$ cat config.mk
export PLATFORM = sky130hd
export DESIGN_NAME = tshc_front
export DESIGN_NICKNAME = d
export VERILOG_FILES = /design/src/design/tshc_pkg.sv /design/src/design/tshc_front.sv
export SDC_FILE = /design/constraint.sdc
export NUM_CORES = 1
export LEC_CHECK = 0
export BUFFER_PORTS_ARGS = -buffer_cell sky130_fd_sc_hd__buf_2
export CAP_MARGIN = 20
export CORE_ASPECT_RATIO = 0.75
export CORE_UTILIZATION = 40
export CTS_CLUSTER_SIZE = 16
export DETAILED_ROUTE_END_ITERATION = 12
export PLACE_DENSITY_LB_ADDON = 0.05
export SLEW_MARGIN = 10
export SYNTH_ARGS = -nofsm -noshare
export SYNTH_HDL_FRONTEND = slang
export SYNTH_SLANG_ARGS = --single-unit
$ cat constraint.sdc
create_clock -name clk -period 3.67 [get_ports clk]
set_input_delay 0.5505 -clock clk [delete_from_list [all_inputs] [get_ports clk]]
set_output_delay 0.5505 -clock clk [all_outputs]
set_load 0.02 [all_outputs]
$ cat src/design/tshc_pkg.sv
// Shared types and constants for the time-sorted hit window clusterer.
`timescale 1ns / 1ps
package tshc_pkg;

    localparam int TIME_W      = 21;
    localparam int PROD_W      = 16;
    localparam int BPROD_W     = 20;
    localparam int MAX_RESULTS = 64;
    localparam int NPOP_W      = 7;

    typedef enum logic {
        OP_INSERT = 1'b0,
        OP_GET    = 1'b1
    } op_t;

    typedef enum logic [1:0] {
        KIND_STATUS = 2'd0,
        KIND_HIT    = 2'd1,
        KIND_EMPTY  = 2'd2
    } kind_t;

    typedef enum logic [1:0] {
        REG_BCID_CLOCK = 2'd0,
        REG_TAC_SLOPE  = 2'd1,
        REG_WINDOW     = 2'd2
    } reg_idx_t;

    typedef enum logic {
        ST_IDLE = 1'b0,
        ST_POP  = 1'b1
    } back_state_t;

    typedef struct packed {
        logic [TIME_W-1:0] time_val;
        logic [3:0]        plane;
        logic [5:0]        strip;
        logic [9:0]        adc;
    } hit_t;

    typedef struct packed {
        op_t  op;
        hit_t hit;
    } q_item_t;

endpackage

$ cat src/design/tshc_front.sv
// Front end: accepts items, computes hit time, pushes into the queue.
`timescale 1ns / 1ps
module tshc_front (
    input  logic                 clk,
    input  logic                 rst_n,
    input  logic                 in_valid,
    output logic                 in_ready,
    input  logic                 op,
    input  logic [3:0]           plane,
    input  logic [5:0]           strip,
    input  logic [9:0]           adc,
    input  logic [11:0]          bcid,
    input  logic [7:0]           tdc,
    input  logic [7:0]           bcid_clock,
    input  logic [7:0]           tac_slope,
    output logic                 push,
    output tshc_pkg::q_item_t    push_item,
    input  logic                 q_full
);
    import tshc_pkg::*;

    logic               s1_valid_reg, s1_valid_next;
    logic               op_reg;
    logic [3:0]         plane_reg;
    logic [5:0]         strip_reg;
    logic [9:0]         adc_reg;
    logic [BPROD_W-1:0] bprod_reg;
    logic [PROD_W-1:0]  tprod_reg;
    logic [PROD_W:0]    div_sum;
    logic [7:0]         fine;
    logic               take;

    assign push     = s1_valid_reg && !q_full;
    assign in_ready = !s1_valid_reg || !q_full;
    assign take     = in_valid && in_ready;

    // x/255 for 16-bit x: (x + (x>>8) + 1) >> 8
    assign div_sum = {1'b0, tprod_reg} + {9'd0, tprod_reg[15:8]} + {{PROD_W{1'b0}}, 1'b1};
    assign fine    = div_sum[15:8];

    always_comb
    begin
        push_item.op            = op_t'(op_reg);
        push_item.hit.time_val  = {1'b0, bprod_reg} + {13'd0, fine};
        push_item.hit.plane     = plane_reg;
        push_item.hit.strip     = strip_reg;
        push_item.hit.adc       = adc_reg;
    end

    always_comb
    begin
        s1_valid_next = s1_valid_reg;
        if (take)
            s1_valid_next = 1'b1;
        else if (push)
            s1_valid_next = 1'b0;
    end

    always_ff @(posedge clk or negedge rst_n)
    begin
        if (!rst_n)
            s1_valid_reg <= 1'b0;
        else
            s1_valid_reg <= s1_valid_next;
    end

    always_ff @(posedge clk)
    begin
        if (take)
        begin
            op_reg    <= op;
            plane_reg <= plane;
            strip_reg <= strip;
            adc_reg   <= adc;
            bprod_reg <= BPROD_W'(bcid) * BPROD_W'(bcid_clock);
            tprod_reg <= PROD_W'(tdc) * PROD_W'(tac_slope);
        end
    end

endmodule

==> run_results.csv <==
group,metric,value,unit
grt,grt_overflow,0,
clock_tree,path_clk_slew,50,ps
die,ios,105,
power,cellPowerDensity,728,nW/um2
placed_design,globalplace.congestion,0.862,
worst_setup_path,worst_ep_required_time,3730,ps
power,clockPowerShare,0.114,
drt,drt-wirelength-per-cell,14.0,um
die,die_w,162,um
clock_tree,clock-root-buffer,"clkbuf_16",
yosys,synthesis.nets,1008,
power,p_total,7.98,mW
drt,vias_per_cell,4.70,
clock_tree,cts_sinks,58,
sta,min_period,4130,ps
placed_design,dp_hpwl,14.9,mm
worst_setup_path,crit_type,"in -> reg",
clock_tree,cts_buffers,9,
clock_tree,tritoncts,"done",
sta,setup_viol,35,
layout,layout_commonest_cell,"buf_4",
layout,drive_above_1_share,0.410,
layout,num-nets-final,1254,
yosys,syn_area,7670,um2
clock_tree,h-tree-depth,3,
clock_tree,ctsLongestPathBuffers,2,
drt,drcViolationCount,0,
drt,drt_iter0_drc,184,
job,timing.max_cap.violations,0,
grt,grt_pass1_wl,28.8,mm
yosys,synth_cell_types,44,
die,row_count,43,
yosys,synth_edf_count,57,
die,design.die.area,19700,um2
drt,drt_wl_total,17.6,mm
sta,max_slew_margin,0.556,
power,internal_power,4.68,mW
status,violations,"setup timing",
yosys,synth-warning-count,0,
sta,hold_ws,396,ps
layout,largest_reg_flops,20,
die,die_y,122,um
grt,grt_usage,0.185,
power,p_seq_frac,0.142,
yosys,synth-async-reset-ratio,0.0172,
grt,antenna_found_initial,0,
sta,setup_slack,-465,ps
drt,drt_pass1_iterations,4,
power,swShare,0.413,
sta,rsz0062_at_grt,"yes",
yosys,ys.flop_type,"edfxtp_1",
status,status,"finished, violations left",
power,leakagePower,5.31,nW
worst_setup_path,endpoint_kind,"flop",
layout,syn2layout_area_growth,42.8,%
clock_tree,clock_latency,330,ps
drt,ant_nets,0,
power,p_comb_frac,0.744,
worst_setup_path,critPathArrivalTime,4190,ps
yosys,yosysSeqAreaShare,0.226,
grt,grt_pass1_vias,6020,
drt,vias,5909,
placed_design,place_ws,-945,ps
yosys,ys_seq_elements,58,
layout,layout_common_cells,"buf_4, inv_1, and2_1",
sta,slew_viol_final,0,
layout,insertedDiodeCount,0,
layout,stdcell_count,1257,
worst_setup_path,cp_max_fo,3,
die,floorplan.initialDensity,0.412,
die,core_area,18600,um2
sta,worst_pin_slew,666,ps
sta,fin_crit_sh,1.13,
hold_path,worstHoldPathType,"in -> reg",
power,p_sw,3.29,mW
placed_design,post-place-cells,1219,
sta,fin_tns_setup,-10340,ps
sta,hold_viol_final,0,
grt,grt_max_degree,30,
placed_design,port_buffers,104,
sta,finClkSkew,7.00,ps
yosys,synth_cells,759,
sta,max_freq,0.242,GHz
power,ir_drop,0.000588,V
yosys,synth.avg_cell_area,10.1,um2
layout,fillCellCount,1642,
worst_setup_path,start_kind,"input pin",
[what timing repair did]
action / in CTS / in global routing
resized for setup: 138 / 58
gates cloned: 0 / 1
setup buffers: 16 / 8
endpoints found under the setup margin: 37 / 39
pin swaps: 79 / 44
hold buffers: 1 / 0
hold endpoints to repair: 1 / 0
[kinds of logic after synthesis]
| group | after synthesis | share of synthesized area |
|---|---|---|
| buf+inv | 155 | 0.0763 |
| simple gates | 232 | 0.167 |
| flops | 58 | 0.226 |
| xor+xnor | 53 | 0.0605 |
| compound gates | 73 | 0.0680 |
| fa+ha+maj | 188 | 0.401 |
[through the flow]
stage	utilization	instance area (um2)
2_1_floorplan	-	8030
3_3_place_gp	0.518	9640
3_5_place_dp	0.518	9640
4_1_cts	0.571	10600
5_1_grt	0.589	11000
6_report	0.589	11000
[Yosys cell counts (2+ instances only)]
| master | n | share of area |
|---|---|---|
| or3_1 | 2 | 0.0016 |
| xor2_1 | 14 | 0.016 |
| nand3_1 | 8 | 0.0052 |
| xnor2_1 | 39 | 0.045 |
| clkbuf_1 | 8 | 0.0039 |
| nor3_1 | 5 | 0.0033 |
| nand4_1 | 3 | 0.0024 |
| o21ai_0 | 6 | 0.0039 |
| nand2_1 | 50 | 0.024 |
| nand2b_1 | 4 | 0.0033 |
| a21o_1 | 10 | 0.0098 |
| inv_1 | 146 | 0.071 |
| fa_1 | 97 | 0.25 |
| and4_1 | 2 | 0.0023 |
| nor2b_1 | 7 | 0.0057 |
| o41ai_2 | 2 | 0.0042 |
| o41ai_1 | 2 | 0.0023 |
| a31oi_1 | 2 | 0.0016 |
| a21oi_2 | 5 | 0.0057 |
| edfxtp_1 | 57 | 0.22 |
| and3_1 | 6 | 0.0049 |
| ha_1 | 91 | 0.15 |
| o21ai_1 | 4 | 0.0026 |
| o21a_1 | 5 | 0.0049 |
| and2_1 | 130 | 0.11 |
| nor2_1 | 13 | 0.0064 |
| a21oi_1 | 24 | 0.016 |
[final cells by class]
class	instances	area (um2)	area share
Tap cell	247	309	0.0282
Inverter	146	551	0.0502
Timing Repair Buffer	244	1870	0.171
Clock inverter	4	75.1	0.00685
Sequential cell	58	1740	0.158
Multi-Input combinational cell	546	6160	0.562
Clock buffer	12	256	0.0234
[worst max-delay path, cell delays in order]
cell and delay, ps:
buf_6 90, and2_4 150, fa_1 550, inv_2 40, fa_1 540, inv_2 40
fa_1 460, inv_1 50, fa_1 470, inv_1 40, ha_2 160, or3_4 330
a311oi_2 180, buf_4 180, o41ai_4 70, a21oi_2 180, xnor2_2 100
[per-layer routing]
layer	share of wire	wire, um	vias to the layer above	GRT usage
li1	-	-	2903	-
met1	0.52	9150	2843	0.280
met2	0.41	7260	151	0.280
met3	0.059	1030	12	0.0232
met4	0.0080	140	0	0.0436
met5	0	0	-	0
[power by group through the flow]
| stage | Clock (mW) | Combinational [mW] | Sequential, mW |
|---|---|---|---|
| floorplan | 0 | 3.21 | 1.14 |
| global placement | 0 | 4.80 | 1.14 |
| detailed placement | 0 | 4.88 | 1.13 |
| CTS | 0.927 | 5.61 | 1.13 |
| global route | 0.945 | 6.55 | 1.15 |
| finish | 0.907 | 5.94 | 1.13 |
[final timing paths]
path | from | to | slack [ps] | cells after the start
hold reg to reg | s1_valid_reg$_DFFE_PN0P_ | s1_valid_reg$_DFFE_PN0P_ | 510 | 2
max in group asynchronous | rst_n | s1_valid_reg$_DFFE_PN0P_ | 3040 | 2
setup / recovery | tac_slope[5] | tprod_reg[15]$_DFFE_PP_ | -460 | 17
hold / removal | strip[4] | strip_reg[4]$_DFFE_PP_ | 400 | 1
min in group asynchronous | rst_n | s1_valid_reg$_DFFE_PN0P_ | 540 | 2
setup reg to reg | s1_valid_reg$_DFFE_PN0P_ | bprod_reg[14]$_DFFE_PP_ | 1800 | 3
(Power assumes the default switching activity.)
