### config.mk
export PLATFORM = sky130hd
export DESIGN_NAME = tshc_queue
export DESIGN_NICKNAME = d
export VERILOG_FILES = /design/src/design/tshc_pkg.sv /design/src/design/tshc_queue.sv
export SDC_FILE = /design/constraint.sdc
export NUM_CORES = 1
export LEC_CHECK = 0
export BUFFER_PORTS_ARGS = -buffer_cell sky130_fd_sc_hd__buf_2
export CAP_MARGIN = 40
export CORE_ASPECT_RATIO = 1.2
export CORE_MARGIN = 1
export CORE_UTILIZATION = 30
export CTS_BUF_LIST = sky130_fd_sc_hd__clkbuf_2 sky130_fd_sc_hd__clkbuf_4 sky130_fd_sc_hd__clkbuf_8
export DETAILED_ROUTE_END_ITERATION = 10
export PLACE_DENSITY = 0.54
export SLEW_MARGIN = 20
export SYNTH_ARGS = -nofsm -noshare
export SYNTH_HDL_FRONTEND = slang
export SYNTH_SLANG_ARGS = --single-unit
### constraint.sdc
create_clock -name clk -period 3.4 [get_ports clk]
set_clock_uncertainty 0.15 [all_clocks]
set_input_delay 1.02 -clock clk [delete_from_list [all_inputs] [get_ports clk]]
set_output_delay 1.02 -clock clk [all_outputs]
set_load 0.03 [all_outputs]
### src/design/tshc_pkg.sv
// Shared types and constants for the time-sorted hit window clusterer.
`timescale 1ns / 1ps
package tshc_pkg;

    localparam int TIME_W      = 21;
    localparam int PROD_W      = 16;
    localparam int BPROD_W     = 20;
    localparam int MAX_RESULTS = 64;
    localparam int NPOP_W      = 7;

    typedef enum logic {
        OP_INSERT = 1'b0,
        OP_GET    = 1'b1
    } op_t;

    typedef enum logic [1:0] {
        KIND_STATUS = 2'd0,
        KIND_HIT    = 2'd1,
        KIND_EMPTY  = 2'd2
    } kind_t;

    typedef enum logic [1:0] {
        REG_BCID_CLOCK = 2'd0,
        REG_TAC_SLOPE  = 2'd1,
        REG_WINDOW     = 2'd2
    } reg_idx_t;

    typedef enum logic {
        ST_IDLE = 1'b0,
        ST_POP  = 1'b1
    } back_state_t;

    typedef struct packed {
        logic [TIME_W-1:0] time_val;
        logic [3:0]        plane;
        logic [5:0]        strip;
        logic [9:0]        adc;
    } hit_t;

    typedef struct packed {
        op_t  op;
        hit_t hit;
    } q_item_t;

endpackage

### src/design/tshc_queue.sv
// Two-entry queue between the front end and the store engine.
`timescale 1ns / 1ps
module tshc_queue (
    input  logic                 clk,
    input  logic                 rst_n,
    input  logic                 push,
    input  tshc_pkg::q_item_t    push_item,
    output logic                 full,
    input  logic                 pop,
    output logic                 not_empty,
    output tshc_pkg::q_item_t    head
);
    import tshc_pkg::*;

    q_item_t    slot_reg [2];
    logic       wr_ptr_reg, wr_ptr_next;
    logic       rd_ptr_reg, rd_ptr_next;
    logic [1:0] cnt_reg, cnt_next;

    assign full      = (cnt_reg == 2'd2);
    assign not_empty = (cnt_reg != 2'd0);
    assign head      = slot_reg[rd_ptr_reg];

    always_comb
    begin
        wr_ptr_next = push ? !wr_ptr_reg : wr_ptr_reg;
        rd_ptr_next = pop ? !rd_ptr_reg : rd_ptr_reg;
        cnt_next    = cnt_reg + {1'b0, push} - {1'b0, pop};
    end

    always_ff @(posedge clk or negedge rst_n)
    begin
        if (!rst_n)
        begin
            wr_ptr_reg <= 1'b0;
            rd_ptr_reg <= 1'b0;
            cnt_reg    <= 2'd0;
        end
        else
        begin
            wr_ptr_reg <= wr_ptr_next;
            rd_ptr_reg <= rd_ptr_next;
            cnt_reg    <= cnt_next;
        end
    end

    always_ff @(posedge clk)
    begin
        if (push)
            slot_reg[wr_ptr_reg] <= push_item;
    end

endmodule

==> impl_metrics.yaml, run 1 <==
status:
  status: "finished, final reports clean"
synthesis:
  synth_nets: 194
  synth_cell_types: 13
  synth_area_leaders: "edfxtp_1, mux2_4, dfrtp_1"
  netlist_area_um2: 3430
  seq_area_frac_synth: 0.764
  ys_seq_elements: 88
  synth_warnings: 0
  synth_top_area_cell: "edfxtp_1"
  synthCells: 146
  avgSynthCellArea_um2: 23.5
  yosysTopAreaCellShare: 0.735
routing:
  ant_nets: 0
  post-route-drc-count: 0
  vias: 1616
  drtPass1Iterations: 4
  wl_per_cell_um: 14.2
  avgViaCountPerCell: 3.99
  routed_wirelength_mm: 5.73
  drt_iter0_markers: 38
global_route:
  grt_max_degree: 31
  grt_use_total: 0.103
  grt_pass1_vias: 1662
  overflow: 0
  antenna_found_initial: 0
  grt_pass1_wl_mm: 8.78
clock_tree:
  cts.repair.resized: 0
  cts_made_buffers: 9
  ctsHoldBuffers: 0
  cts_setup_buffers: 0
  worstSkewPairLatency_ns: 0.35
  cts.sinks: 88
  cts_root_buf: "clkbuf_8"
  cts-htree-levels: 3
  ctsLongestPathBuffers: 2
  clk_pin_slew_ns: 0.08
  cts_tree: "built"
power:
  power_density_nw_per_um2: 870
  peakVddDrop_mv: 0.592
  p_leak_uw: 0.00171
cells_and_area:
  largest_register_ff_count: 84
  syn_to_final_growth_pct: 24.1
  layout.nets: 294
  final_cell_mix: "buf_2, edfxtp_1, mux2_4"
  antenna_cells: 0
  fin_util: 0.384
  drive_gt1_frac: 0.618
  mostFrequentLayoutCell: "buf_2"
critical_path:
  cp_cell_sequence: "buf_12, mux2_2, buf_2"
  cp-end-kind: "output pin"
  crit-reg2reg-launch: "wr_ptr_reg$_DFFE_PN0P_"
  crit_slowest_cell: "dfrtp_2"
  worstSetupPathType: "flop to output pin"
  worstPathArrival_ns: 1.80
  crit_buf_inv: 2
  slowest_delay_ns: 0.60
  required_ns: 2.23
  setup.worst_path.start_class: "flop"
  cp_top_family: "flip-flops"
  cp-startpoint: "rd_ptr_reg$_DFFE_PN0P_"
  worstPathMaxFanout: 30
floorplanning:
  die_w_um: 99.6
  die_h_um: 119
  design.portCount: 90
  coreArea_um2: 11100
  start_util: 0.310
  rows: 42
  die_area_um2: 11900
timing:
  whs_ns: 0.308
  fin_setup_tns_ns: 0
  fin_crit_sh: 0.872
  fmax_mhz: 337
  hold_viol: 0
  slew_headroom: 0.640
  setup_viol: 0
  rsz0062_at_grt: "no"
  final_max_slew_viol_count: 0
  worst_slew_pin_slew_ns: 0.538
  post-route-min-period_ns: 2.97
worst_hold_path:
  min_path_type: "input pin to async pin"
place:
  gp_congestion: 0.656
  portBuffers: 89
flow_run:
  drv_cap: 0
[report_power, final]
part	switching [uW]	internal, uW
registers	95.0	1440
clock network	362	338
logic	852	618
[cell families after synthesis]
kind of cell,count (synthesis),synth area share
xor+xnor,3,0.0120
fa+ha+maj,2,0.00729
flops,88,0.764
mux,42,0.180
simple gates,4,0.00729
buf+inv,7,0.0288
[cells in the mapped netlist]
master	count
and2_1	1
buf_12	4
buf_6	1
dfrtp_1	4
edfxtp_1	84
ha_1	2
inv_1	2
mux2_2	3
mux2_4	39
nor2b_1	2
or2_2	1
xor2_1	2
xor3_1	1
[per-stage QoR]
step / total power (uW) / setup WS (ns) / std cells / cell area (um^2)
2_1_floorplan: 2750 / 0.691 / 146 / 3430
3_3_place_gp: 3050 / 0.806 / 389 / 4060
3_5_place_dp: 3070 / 0.782 / 389 / 4060
4_1_cts: 3770 / 0.375 / 405 / 4260
5_1_grt: 3890 / 0.337 / 405 / 4260
6_report: 3710 / 0.435 / 405 / 4260
[routing by layer]
layer | share of wire | global-route usage | vias up
li1 | - | - | 766
met1 | 0.39 | 0.110 | 796
met2 | 0.53 | 0.175 | 46
met3 | 0.062 | 0.0417 | 8
met4 | 0.020 | 0.0496 | 0
met5 | 0 | 0 | -
[final cells by class]
cell class	count	area, um^2
clock buffers	9	124
clock inverters	7	70.1
fillers	1054	6830
inverters	2	7.51
multi-input cells	51	719
flip-flops and latches	88	2620
well taps	154	193
repair buffers	94	520
[path summary, 6_finish.rpt]
path                       cells past startpoint  slack [ns]                         to
min                                            1        0.31       cnt_reg[1]$_DFF_PN0_
max                                            3        0.43                    head[1]
max reg2reg                                    2        1.76  slot_reg[0][29]$_DFFE_PP_
max in group asynchronous                      1        2.66     rd_ptr_reg$_DFFE_PN0P_
min in group clk                               1        0.40     wr_ptr_reg$_DFFE_PN0P_
min reg2reg                                    1        0.40     wr_ptr_reg$_DFFE_PN0P_
Power figures use the tool's default switching activity.
==> run 2: changes to the inputs <==
--- a/config.mk
+++ b/config.mk
@@ -12,7 +12,8 @@
 export CORE_UTILIZATION = 30
 export CTS_BUF_LIST = sky130_fd_sc_hd__clkbuf_2 sky130_fd_sc_hd__clkbuf_4 sky130_fd_sc_hd__clkbuf_8
 export DETAILED_ROUTE_END_ITERATION = 10
-export PLACE_DENSITY = 0.54
+export HOLD_SLACK_MARGIN = 0.15
+export PLACE_DENSITY = 0.53
 export SLEW_MARGIN = 20
 export SYNTH_ARGS = -nofsm -noshare
 export SYNTH_HDL_FRONTEND = slang
==> run 2 against run 1 <==
Via count shrank 1.1%. Final area decreased by 0.29%. Worst setup slack better by 0.16 ns. Combinational power barely moved. Hold slack improved by 0.0095 ns. Utilization down 0.11 points. Total power is 0.14% lower. Final cell count unchanged. Clock power rose by 4.0%. Die area is the same.
==> impl_metrics.yaml, run 2 (synthesis results as in run 1) <==
status:
  status: "finished, final reports clean"
worst_hold_path:
  min_path_type: "input pin to async pin"
routing:
  routed_wirelength_mm: 5.57
  post-route-drc-count: 0
  drtPass1Iterations: 3
  wl_per_cell_um: 13.7
  drt_iter0_markers: 45
  ant_nets: 0
  vias: 1599
  avgViaCountPerCell: 3.95
critical_path:
  worst-path-stages: 3
  r2r_cells: 2
  worstPathMaxFanout: 23
  required_ns: 2.23
  cp_cell_sequence: "buf_4, mux2_2, buf_2"
  slowest_delay_ns: 0.39
  cp_top_family: "buffers and inverters"
  crit_buf_inv: 2
  cp-end-kind: "output pin"
  worstSetupPathType: "flop to output pin"
  worstPathArrival_ns: 1.64
  crit_slowest_cell: "mux2_2"
  setup.worst_path.start_class: "flop"
timing:
  fin_setup_tns_ns: 0
  setup_viol: 0
  rsz0062_at_grt: "no"
  fin_crit_sh: 0.826
  hold_viol: 0
  slew_headroom: 0.647
  worst_slew_pin_slew_ns: 0.529
  fmax_mhz: 356
  whs_ns: 0.318
  post-route-min-period_ns: 2.81
  final_max_slew_viol_count: 0
cells_and_area:
  mostFrequentLayoutCell: "buf_2"
  largest_register_ff_count: 84
  final_area_um2: 4250
  antenna_cells: 0
  syn_to_final_growth_pct: 23.7
  final_cell_mix: "buf_2, edfxtp_1, mux2_4"
  layout.nets: 294
  fin_util: 0.383
  drive_gt1_frac: 0.622
  fill_cells: 1043
global_route:
  grt_pass1_wl_mm: 8.67
  grt_use_total: 0.102
  overflow: 0
  grt_max_degree: 24
  grt_pass1_vias: 1670
  antenna_found_initial: 0
floorplanning:
  die_w_um: 99.6
  design.portCount: 90
  start_util: 0.310
  die_h_um: 119
  die_area_um2: 11900
  coreArea_um2: 11100
  rows: 42
place:
  portBuffers: 89
  place_hpwl_mm: 3.78
  placed_area_um2: 4040
  gp_congestion: 0.653
power:
  peakVddDrop_mv: 0.421
  power_density_nw_per_um2: 872
  p_leak_uw: 0.00172
clock_tree:
  cts_setup_buffers: 0
  cts_tree: "built"
  clk_pin_slew_ns: 0.08
  worstSkewPairLatency_ns: 0.34
  cts.repair.resized: 0
  cts.sinks: 88
  cts_root_buf: "clkbuf_8"
  cts-htree-levels: 3
  ctsHoldBuffers: 0
  ctsLongestPathBuffers: 2
  cts_made_buffers: 9
flow_run:
  drv_cap: 0
## run 2: power breakdown
group          switching (uW)  internal [uW]
Clock                     334            394
Sequential               57.6           1440
Combinational             881            593
## run 2: metrics by stage
stage / setup WS, ns / total power, uW / cells
2_1_floorplan: 0.691 / 2750 / 146
3_3_place_gp: 0.945 / 3020 / 389
3_5_place_dp: 0.934 / 3030 / 389
4_1_cts: 0.538 / 3770 / 405
5_1_grt: 0.488 / 3890 / 405
6_report: 0.591 / 3700 / 405
## run 2: layout make-up
type	instances	area [um^2]	share of cell area
Clock inverter	3	40.0	0.00943
Clock buffer	13	166	0.0392
Inverter	2	7.51	0.00177
Multi-Input combinational cell	51	719	0.169
Timing Repair Buffer	94	495	0.117
Tap cell	154	193	0.0454
Sequential cell	88	2620	0.618
## run 2: worst paths after layout
path,start,end,slack [ns]
hold reg to reg,wr_ptr_reg$_DFFE_PN0P_,wr_ptr_reg$_DFFE_PN0P_,0.38
max in group asynchronous,rst_n,rd_ptr_reg$_DFFE_PN0P_,2.65
setup / recovery,rd_ptr_reg$_DFFE_PN0P_,head[41],0.59
min in group clk,wr_ptr_reg$_DFFE_PN0P_,wr_ptr_reg$_DFFE_PN0P_,0.38
setup reg to reg,wr_ptr_reg$_DFFE_PN0P_,slot_reg[1][31]$_DFFE_PP_,1.76
hold / removal,rst_n,cnt_reg[0]$_DFF_PN0_,0.32
## run 2: worst register-to-register path, stage by stage (launching register included)
cell     delay [ns]
dfrtp_1        0.41
and2_2         0.52
buf_12         0.25
## run 2: metal layers
metal  vias to the layer above  routed length, um  track usage
met3                         7                318       0.0364
met1                       780               2270        0.119
met4                         0                107       0.0496
met5                         -                  0            0
li1                        768                  -            -
met2                        44               2870        0.167
